==> src/sv/fau_pkg.sv <==
// ----------------------------------------------------------------------------
// fau_pkg
// types, opcodes and controller states for the fraction arithmetic unit
// ----------------------------------------------------------------------------
package fau_pkg;

  localparam int unsigned MagW = 32;

  typedef enum logic [1:0] {
    OP_MUL = 2'd0,
    OP_ADD = 2'd1,
    OP_SUB = 2'd2,
    OP_DIV = 2'd3
  } op_e;

  typedef struct packed {
    op_e         opcode;
    logic [15:0] a_num;
    logic [14:0] a_den;
    logic [15:0] b_num;
    logic [14:0] b_den;
  } fau_in_t;

  typedef struct packed {
    logic [31:0] res_num;
    logic [29:0] res_den;
    logic        div_zero;
  } fau_out_t;

  typedef enum logic [2:0] {
    ST_IDLE,
    ST_MUL,
    ST_RAW,
    ST_GCD,
    ST_DIVN,
    ST_DIVD,
    ST_DONE
  } state_e;

  typedef struct packed {
    logic load;
    logic mul;
    logic raw;
    logic gcd_step;
    logic div_init;
    logic div_step;
    logic div_save_num;
    logic finish;
  } fau_cmd_t;

  typedef struct packed {
    logic div_zero;
    logic num_zero;
    logic gcd_done;
    logic div_done;
  } fau_sts_t;

endpackage

==> src/sv/fau_ctrl.sv <==
// ----------------------------------------------------------------------------
// fau_ctrl
// sequencer for load, multiply, gcd, and two restoring divisions
// ----------------------------------------------------------------------------
module fau_ctrl import fau_pkg::*; (
  input  logic     clk_i,
  input  logic     rst_ni,
  input  logic     start_i,
  input  fau_sts_t sts_i,
  output fau_cmd_t cmd_o,
  output logic     busy_o
);

  state_e state_q, state_d;

  always_ff @(posedge clk_i or negedge rst_ni) begin
    if (!rst_ni) state_q <= ST_IDLE;
    else         state_q <= state_d;
  end

  always_comb begin
    state_d = state_q;
    unique case (state_q)
      ST_IDLE: if (start_i) state_d = ST_MUL;
      ST_MUL:  state_d = ST_RAW;
      ST_RAW: begin
        if (sts_i.div_zero || sts_i.num_zero) state_d = ST_DONE;
        else state_d = ST_GCD;
      end
      ST_GCD:  if (sts_i.gcd_done) state_d = ST_DIVN;
      ST_DIVN: if (sts_i.div_done) state_d = ST_DIVD;
      ST_DIVD: if (sts_i.div_done) state_d = ST_DONE;
      ST_DONE: state_d = ST_IDLE;
      default: state_d = ST_IDLE;
    endcase
  end

  always_comb begin
    cmd_o  = '0;
    busy_o = (state_q != ST_IDLE);
    unique case (state_q)
      ST_IDLE: cmd_o.load = start_i;
      ST_MUL:  cmd_o.mul = 1'b1;
      ST_RAW:  cmd_o.raw = 1'b1;
      ST_GCD: begin
        cmd_o.gcd_step = 1'b1;
        cmd_o.div_init = sts_i.gcd_done;
      end
      ST_DIVN: begin
        cmd_o.div_step     = !sts_i.div_done;
        cmd_o.div_save_num = sts_i.div_done;
        cmd_o.div_init     = sts_i.div_done;
      end
      ST_DIVD: cmd_o.div_step = !sts_i.div_done;
      ST_DONE: cmd_o.finish = 1'b1;
      default: cmd_o = '0;
    endcase
  end

  assert property (@(posedge clk_i) disable iff (!rst_ni)
    (state_q == ST_IDLE && start_i) |=> state_q == ST_MUL)
    else $error("start not taken");
  assert property (@(posedge clk_i) disable iff (!rst_ni)
    state_q == ST_DONE |=> state_q == ST_IDLE)
    else $error("done not one cycle");
  assert property (@(posedge clk_i) disable iff (!rst_ni)
    cmd_o.load |-> !busy_o)
    else $error("load while busy");

endmodule

==> src/sv/fau_dp.sv <==
// ----------------------------------------------------------------------------
// fau_dp
// cross products, binary gcd, and one bit a cycle division by the gcd
// ----------------------------------------------------------------------------
module fau_dp import fau_pkg::*; (
  input  logic     clk_i,
  input  logic     rst_ni,
  input  fau_cmd_t cmd_i,
  input  fau_in_t  in_i,
  output fau_sts_t sts_o,
  output fau_out_t res_o,
  output logic     res_valid_o
);

  fau_in_t            in_q;
  logic signed [31:0] p1_q, p2_q, p3_q;
  logic               neg_q, zero_q, dz_q;
  logic [MagW-1:0]    mag_q, den_q, x_q, y_q, g_q;
  logic [5:0]         k_q;
  logic [MagW-1:0]    quo_q, rem_q, dvd_q, qn_q;
  logic [5:0]         cnt_q;
  logic signed [16:0] bd_s, ad_s;
  logic signed [32:0] n_raw, d_raw;
  logic [32:0]        n_abs;
  logic [MagW:0]      rem_sh;
  logic               res_valid_q;
  fau_out_t           res_q;

  assign bd_s = {2'b00, in_q.b_den};
  assign ad_s = {2'b00, in_q.a_den};

  always_comb begin
    n_raw = '0;
    d_raw = {{1{1'b0}}, p3_q};
    unique case (in_q.opcode)
      OP_MUL: n_raw = {p1_q[31], p1_q};
      OP_ADD: n_raw = {p1_q[31], p1_q} + {p2_q[31], p2_q};
      OP_SUB: n_raw = {p1_q[31], p1_q} - {p2_q[31], p2_q};
      OP_DIV: begin
        n_raw = {p1_q[31], p1_q};
        d_raw = {p2_q[31], p2_q};
        if (p2_q[31]) begin
          n_raw = -n_raw;
          d_raw = -d_raw;
        end
      end
      default: n_raw = '0;
    endcase
    n_abs = n_raw[32] ? -n_raw : n_raw;
  end

  assign rem_sh = {rem_q, dvd_q[MagW-1]};

  always_ff @(posedge clk_i) begin
    if (cmd_i.load) in_q <= in_i;
    if (cmd_i.mul) begin
      unique case (in_q.opcode)
        OP_MUL: begin
          p1_q <= 32'($signed(in_q.a_num) * $signed(in_q.b_num));
          p2_q <= '0;
        end
        OP_DIV: begin
          p1_q <= 32'($signed(in_q.a_num) * bd_s);
          p2_q <= 32'(ad_s * $signed(in_q.b_num));
        end
        default: begin
          p1_q <= 32'($signed(in_q.a_num) * bd_s);
          p2_q <= 32'($signed(in_q.b_num) * ad_s);
        end
      endcase
      p3_q <= 32'({2'b00, in_q.a_den} * {2'b00, in_q.b_den});
    end
    if (cmd_i.raw) begin
      dz_q   <= (in_q.opcode == OP_DIV) && (in_q.b_num == '0);
      neg_q  <= n_raw[32];
      zero_q <= (n_raw == '0);
      mag_q  <= n_abs[MagW-1:0];
      den_q  <= d_raw[MagW-1:0];
      x_q    <= n_abs[MagW-1:0];
      y_q    <= d_raw[MagW-1:0];
      k_q    <= '0;
    end
    if (cmd_i.gcd_step && !sts_o.gcd_done) begin
      if (x_q == '0) begin
        x_q <= y_q;
        y_q <= '0;
      end else if (!x_q[0] && !y_q[0]) begin
        x_q <= x_q >> 1;
        y_q <= y_q >> 1;
        k_q <= k_q + 6'd1;
      end else if (!x_q[0]) begin
        x_q <= x_q >> 1;
      end else if (!y_q[0]) begin
        y_q <= y_q >> 1;
      end else if (x_q > y_q) begin
        x_q <= y_q;
        y_q <= x_q - y_q;
      end else begin
        y_q <= y_q - x_q;
      end
    end
    if (cmd_i.div_init) begin
      if (cmd_i.div_save_num) begin
        qn_q  <= quo_q;
        dvd_q <= den_q;
      end else begin
        g_q   <= x_q << k_q;
        dvd_q <= mag_q;
      end
      rem_q <= '0;
      quo_q <= '0;
      cnt_q <= '0;
    end else if (cmd_i.div_step) begin
      if (rem_sh >= {1'b0, g_q}) begin
        rem_q <= MagW'(rem_sh - {1'b0, g_q});
        quo_q <= {quo_q[MagW-2:0], 1'b1};
      end else begin
        rem_q <= rem_sh[MagW-1:0];
        quo_q <= {quo_q[MagW-2:0], 1'b0};
      end
      dvd_q <= dvd_q << 1;
      cnt_q <= cnt_q + 6'd1;
    end
    if (cmd_i.finish) begin
      if (dz_q) begin
        res_q <= '{res_num: '0, res_den: '0, div_zero: 1'b1};
      end else if (zero_q) begin
        res_q <= '{res_num: '0, res_den: den_q[29:0], div_zero: 1'b0};
      end else begin
        res_q.res_num  <= neg_q ? -qn_q : qn_q;
        res_q.res_den  <= quo_q[29:0];
        res_q.div_zero <= 1'b0;
      end
    end
  end

  always_ff @(posedge clk_i or negedge rst_ni) begin
    if (!rst_ni) res_valid_q <= 1'b0;
    else         res_valid_q <= cmd_i.finish;
  end

  assign sts_o.div_zero = (in_q.opcode == OP_DIV) && (in_q.b_num == '0);
  assign sts_o.num_zero = (n_raw == '0);
  assign sts_o.gcd_done = (y_q == '0) && (x_q[0] || x_q == '0 || k_q == 6'd0 && 1'b0)
                          && !(x_q == '0);
  assign sts_o.div_done = (cnt_q == 6'(MagW));
  assign res_o          = res_q;
  assign res_valid_o    = res_valid_q;

  assert property (@(posedge clk_i) disable iff (!rst_ni)
    cmd_i.div_step |-> cnt_q <= 6'(MagW))
    else $error("divide count overrun");
  assert property (@(posedge clk_i) disable iff (!rst_ni)
    cmd_i.finish |=> res_valid_o)
    else $error("result strobe missing");
  assert property (@(posedge clk_i) disable iff (!rst_ni)
    (cmd_i.div_step && !cmd_i.div_init) |-> g_q != '0)
    else $error("divide by zero gcd");

endmodule

==> src/sv/fraction_arithmetic_unit_top.sv <==
// ----------------------------------------------------------------------------
// fraction_arithmetic_unit_top
// rational multiply, add, subtract, divide with gcd reduction
//
// a transaction is taken when start is high and busy is low; the operands
// travel as one fau_in_t on operand_i. busy stays high until the cycle of the
// result strobe. the result appears on result_o for exactly one cycle with
// done_o high; the receiver cannot stall, so it must take it then.
// sequence: a multiply step and a raw-term step, then the binary gcd on the
// 32-bit magnitudes at one step a cycle, then two restoring divisions by the
// gcd on the shared divider, then a step to form the result; the time to
// done_o is set mostly by the gcd loop and the shared divider. a zero
// numerator or a divide by a zero fraction skips the gcd and divisions.
// busy drops in the done_o cycle, so the next transaction can be taken then.
// one transaction at a time. reset clears the controller to idle and drops
// done_o; no result is pending after reset.
// ----------------------------------------------------------------------------
module fraction_arithmetic_unit_top import fau_pkg::*; (
  input  logic     clk_i,
  input  logic     rst_ni,
  input  logic     start,
  input  fau_in_t  operand_i,
  output logic     busy,
  output logic     done_o,
  output fau_out_t result_o
);

  fau_cmd_t cmd;
  fau_sts_t sts;

  fau_ctrl u_ctrl (
    .clk_i  (clk_i),
    .rst_ni (rst_ni),
    .start_i(start),
    .sts_i  (sts),
    .cmd_o  (cmd),
    .busy_o (busy)
  );

  fau_dp u_dp (
    .clk_i      (clk_i),
    .rst_ni     (rst_ni),
    .cmd_i      (cmd),
    .in_i       (operand_i),
    .sts_o      (sts),
    .res_o      (result_o),
    .res_valid_o(done_o)
  );

endmodule

==> config.mk <==
export PLATFORM = sky130hd
export DESIGN_NAME = fraction_arithmetic_unit_top
export DESIGN_NICKNAME = d
export VERILOG_FILES = /design/src/sv/fau_pkg.sv /design/src/sv/fau_ctrl.sv /design/src/sv/fau_dp.sv /design/src/sv/fraction_arithmetic_unit_top.sv
export SDC_FILE = /design/constraint.sdc
export NUM_CORES = 2
export LEC_CHECK = 0
export ABC_AREA = 1
export BUFFER_PORTS_ARGS = -buffer_cell sky130_fd_sc_hd__buf_4
export CAP_MARGIN = 20
export CORE_ASPECT_RATIO = 0.8
export CORE_MARGIN = 8
export CORE_UTILIZATION = 60
export CTS_BUF_LIST = sky130_fd_sc_hd__clkbuf_8
export CTS_CLUSTER_DIAMETER = 150
export DETAILED_ROUTE_END_ITERATION = 6
export PLACE_DENSITY = 0.77
export SLEW_MARGIN = 20
export SYNTH_ARGS = -nofsm -noshare
export SYNTH_HDL_FRONTEND = slang
export SYNTH_HIERARCHICAL = 1
export SYNTH_SLANG_ARGS = --single-unit
==> constraint.sdc <==
create_clock -name clk_i -period 11.2 [get_ports clk_i]
set_input_delay 1.12 -clock clk_i [delete_from_list [all_inputs] [get_ports clk_i]]
set_output_delay 1.12 -clock clk_i [all_outputs]
set_load 0.01 [all_outputs]
After elaboration in Yosys (flattened, before gate mapping). Index checks and enable logic that the tools add are counted.

Flip-flop bits (word level): 528. Output and inout bits: 65.

Add/subtract/negate cells: 11. Multiply operators: 4. Magnitude comparators: 2. Eq/ne operators: 14. Shift operators: 1. Muxes and demuxes: 45. Bitwise logic cells: 1. Reduce and logical (&&, ||, !) cells: 25.

Operators with widths (number): two-way mux 32 bit (23); one-hot mux 33 bit (4 select lines) (1); multiplier 16 x 16 -> 32 bit (3); negator 32 bit (3); subtractor 32 bit (3); logical NOT 32 bit (2); adder 32 x 32 -> 33 bit (1); greater-or-equal comparator 33 x 32 -> 1 bit (1); logical NOT 33 bit (1); two-way mux 33 bit (1); negator 32 -> 33 bit (1); subtractor 32 x 32 -> 33 bit (1); greater-than comparator 32 bit (1); << shifter 32 x 6 -> 32 bit (1); two-way mux 31 bit (1); multiplier 15 x 15 -> 30 bit (1); two-way mux 6 bit (4); one-hot mux 3 bit (6 select lines) (1); logical NOT 16 bit (1); two-way mux 3 bit (5); adder 6 x 1 -> 6 bit (second input constant) (2); equality test 3 bit (second input constant) (3); two-way mux 1 bit (8); equality test 3 x 2 -> 1 bit (second input constant) (2); other kinds (18) (32).

Logic depth before layout (Yosys ltp).
Word-level depth: 12. Gate-level depth with buffers: 40. Mapped depth without buffers: 39.

Modules after synthesis. Netlist, hierarchy kept.

Modules (own cells, without submodules): fau_dp (instances 1, cells each 9295, area each 71239.6 um2); fau_ctrl (instances 1, cells each 48, area each 271.5 um2).

Worst setup path after synthesis. OpenSTA, ideal clock, no wires.

Kind: register to register. Start point: register u_dp/in_q[16] in the netlist's numbering. End point: register u_dp.p1_q[28] (data pin). Data arrival time: 5.703 ns. Required time: 10.944 ns. Slack: 5.241 ns. Cell stages (with the launch flop): 26. Period minus slack after synthesis: 5.959 ns. Cell sequence: edfxtp_1 > clkbuf_1 > nand2_1 > fa_1 > inv_1 > fa_1 > inv_1 > fa_1 > fa_1 > inv_1 > fa_1 > inv_1 > fa_1 > inv_1 > ha_1 > a21oi_1 > a21boi_0 > o21ai_1 > a21oi_1 > inv_1 > a21oi_1 > o21ai_1 > nand3_1 > nand2_1 > o21ai_0 > nand2_1.

Longest elaborated chain between the ends: 2.

Ends and longest elaborated chain: from (decl) (line fau_dp.sv:15) `fau_in_t in_q;`; from (signal assigned) (line fau_dp.sv:55) `if (cmd_i.load) in_q <= in_i;`; multiplier 16 x 16 -> 32 bit (line fau_dp.sv:59) `p1_q <= 32'($signed(in_q.a_num) * $signed(in_q.b_num));`; two-way mux 32 bit; to (signal assigned) (line fau_dp.sv:59); to (signal assigned) (line fau_dp.sv:63) `p1_q <= 32'($signed(in_q.a_num) * bd_s);`; to (signal assigned) (line fau_dp.sv:67) `p1_q <= 32'($signed(in_q.a_num) * bd_s);`; to (decl) (line fau_dp.sv:16) `logic signed [31:0] p1_q, p2_q, p3_q;`.

Every way passes these cells. A chain may end at the register's enable or synchronous reset.

Final worst setup path.
Start point: register u_dp/in_q[20] in the netlist's numbering. End point: register u_dp.p1_q[28] (data pin).

The elaborated chain is that of the path after synthesis.

==> results.txt <==
clock root buffer -> clkbuf_8
Post-Route WL -> 236 mm
Non-Filler Instances -> 10,900
Netlist cell types -> 73
Rows -> 113
Total GRT Usage -> 35.7%
status -> finished, violations left
Boundary Pins -> 132
CTS Buffer Depth -> 3
YS warnings -> 6
TritonCTS buffer count -> 92
pin count of the biggest net entering global routing -> 83
layout cells sized above 1 -> 5.84%
Critical Path Fanout Max -> 18
ys async rst share -> 0.758%
most frequent cells in the layout -> nand2_1, inv_1, fa_1
crit path time final -> 7.52 ns
setup slack at placement -> 3.99 ns
chip height -> 325 um
Synth top area share -> 25.9%
Final Cycle Share -> 67.1%
RSZ-0062 raised after global routing -> no
die area -> 131,000 um^2
setup ws final -> 3.68 ns
Final Hold Violating Endpoints -> 0
initial core utilization -> 60.4%
Detail Placement HPWL -> 182 mm
Synth area leaders -> fa_1, edfxtp_1, nand2_1
Worst-Margin Slew -> 1.21 ns
placer congestion estimate -> 1.01
most common cell after layout, fill and taps aside -> nand2_1
initial DRC count -> 7,904
Max-Cap Viols -> 0
failing checks -> design-rule violations
Setup Viol. Count Final -> 0
final setup skew -> 0.0608 ns
core footprint -> 118,000 um^2
final setup TNS -> 0 ns
startpoint types -> register
vias per cell -> 5.82
CP required -> 11.74 ns
Yosys top cell by area -> fa_1
max_slew headroom -> 18.4%
#FFs+latches synth -> 528
DRT antenna net count -> 0
vias in the first global route -> 62,300
Die X -> 402 um
CTS clk-pin slew, worst paths -> 0.06 ns
PostCTS Resize Cnt -> 0
Hold WC Path Type -> in2async
DRT Pass-1 Iters -> 7
Worst EP arrival -> 8.05 ns
placed cell count -> 10,700
Post-Syn Instances -> 9,343
area delta synth->final -> 5.99%
fin. max-slew vios -> 0
I/O Buffers -> 131
Layout Nets -> 10,800
post-CTS setup buffer count -> 0
first-pass GRT wire length -> 364 mm
CP Class -> reg2reg
total grt overflow -> 0
drc violations -> 1
CTS Hold Bufs -> 0
Critical Path End Type -> register
vias -> 63,600
Synth Area per Inst -> 7.65 um^2
Synth Flop Type -> edfxtp_1
achievable clock frequency -> 0.133 GHz
H-Tree Depth -> 3
number of flops mapped to enable cells by yosys -> 384
Synthesized Nets -> 10,800
Post-Route Hold Slack -> 0.101 ns
clk sinks -> 528
sequential fraction of the synthesis area -> 20.2%
wire per inst -> 21.6 um
mapped cell area -> 71,500 um^2
CTS tree -> yes
initial antenna violation count -> 15
worst-skew pair later-pin latency -> 0.83 ns
## registers in the layout, summed over array words and instances (netlist names), 30 cells and up
register    count
u_dp/g_q       32
u_dp/p2_q      32
u_dp/mag_q     32
u_dp/y_q       32
u_dp/p3_q      30
u_dp/quo_q     32
u_dp/qn_q      32
u_dp/p1_q      32
u_dp/rem_q     32
u_dp/dvd_q     32
u_dp/den_q     32
u_dp/x_q       32
u_dp/res_o     63
u_dp/in_q      34
## logic make-up after synthesis
family	synth area share, %
AO/OA/AOI/OAI	10.7
XOR/XNOR	1.81
adder cells (fa/ha/maj)	34.3
buffers and inverters	13.1
flip-flops	20.2
multiplexers	0.311
AND/OR/NAND/NOR	19.6
## synth_stat cells (31+ instances only)
cell type     n
nand2_1    2380
fa_1        925
a21oi_1     566
dfxtp_1     140
nand3_1     298
or2_2        38
nor3_1       40
o21ai_1      74
o21a_1       32
o21ai_0     447
a211oi_1     40
xnor2_1      61
nand4_1      58
o22ai_1      54
ha_1        479
nor4_1       31
xor2_1       87
nor2_1      428
edfxtp_1    384
inv_1      2044
buf_2        33
clkbuf_1    321
## path summary, 6_finish.rpt
kind / start / end / slack [ns] / cells past startpoint
worst max-delay path: u_dp/in_q[20]$_DFFE_PP_ / u_dp/p1_q[28]$_DFFE_PP_ / 3.68 / 25
worst max register to register: u_dp/in_q[20]$_DFFE_PP_ / u_dp/p1_q[28]$_DFFE_PP_ / 3.68 / 25
min in group clk_i: u_dp/quo_q[15]$_SDFFE_PP0P_ / u_dp/qn_q[15]$_DFFE_PP_ / 0.42 / 0
worst min-delay path: rst_ni / u_ctrl/state_q[1]$_DFFE_PN0P_ / 0.10 / 1
max in group asynchronous: rst_ni / u_dp/res_valid_o$_DFF_PN0_ / 10.97 / 1
worst min register to register: u_dp/quo_q[15]$_SDFFE_PP0P_ / u_dp/qn_q[15]$_DFFE_PP_ / 0.42 / 0
## final cells by class
type / count / area [um^2]
fill: 10400 / 42700
clock inverter: 74 / 728
sequential: 528 / 14400
inverter: 2074 / 7790
multi-input combinational: 6355 / 47800
tap: 1552 / 1940
clock buffer: 98 / 1350
timing repair buffer: 230 / 1730
antenna: 12 / 30.0
## worst max-delay path, stage by stage (launching register included)
cell and delay [ns]:
edfxtp_1 1.08, buf_4 0.38, nand2_1 0.11, fa_1 0.52
inv_1 0.05, fa_1 0.47, inv_1 0.05, fa_1 0.48
fa_1 0.54, inv_1 0.05, fa_1 0.47, inv_1 0.05
fa_1 0.47, inv_1 0.04, ha_1 0.33, a21oi_1 0.13
a21boi_0 0.33, o21ai_1 0.27, a21oi_1 0.25, inv_1 0.09
a21oi_1 0.46, o21ai_1 0.17, nand3_1 0.10, nand2_1 0.06
o21ai_0 0.15, nand2_1 0.07
## stage by stage
step | instance area (um^2) | utilization [%]
final | 75800 | 64.0
after global routing | 75800 | 64.0
after CTS | 75800 | 63.9
after detailed placement | 73700 | 62.2
after global placement | 73700 | 62.2
after floorplan | 71500 | -
## per-layer routing
metal	track usage, %	wire length, um
met5	0.299	105
met4	9.41	6170
met3	11.9	34400
met2	49.1	93400
met1	53.7	102000
Power is not shown: default switching activity piles up to over one toggle a cycle in this logic, so the estimate is an artifact.
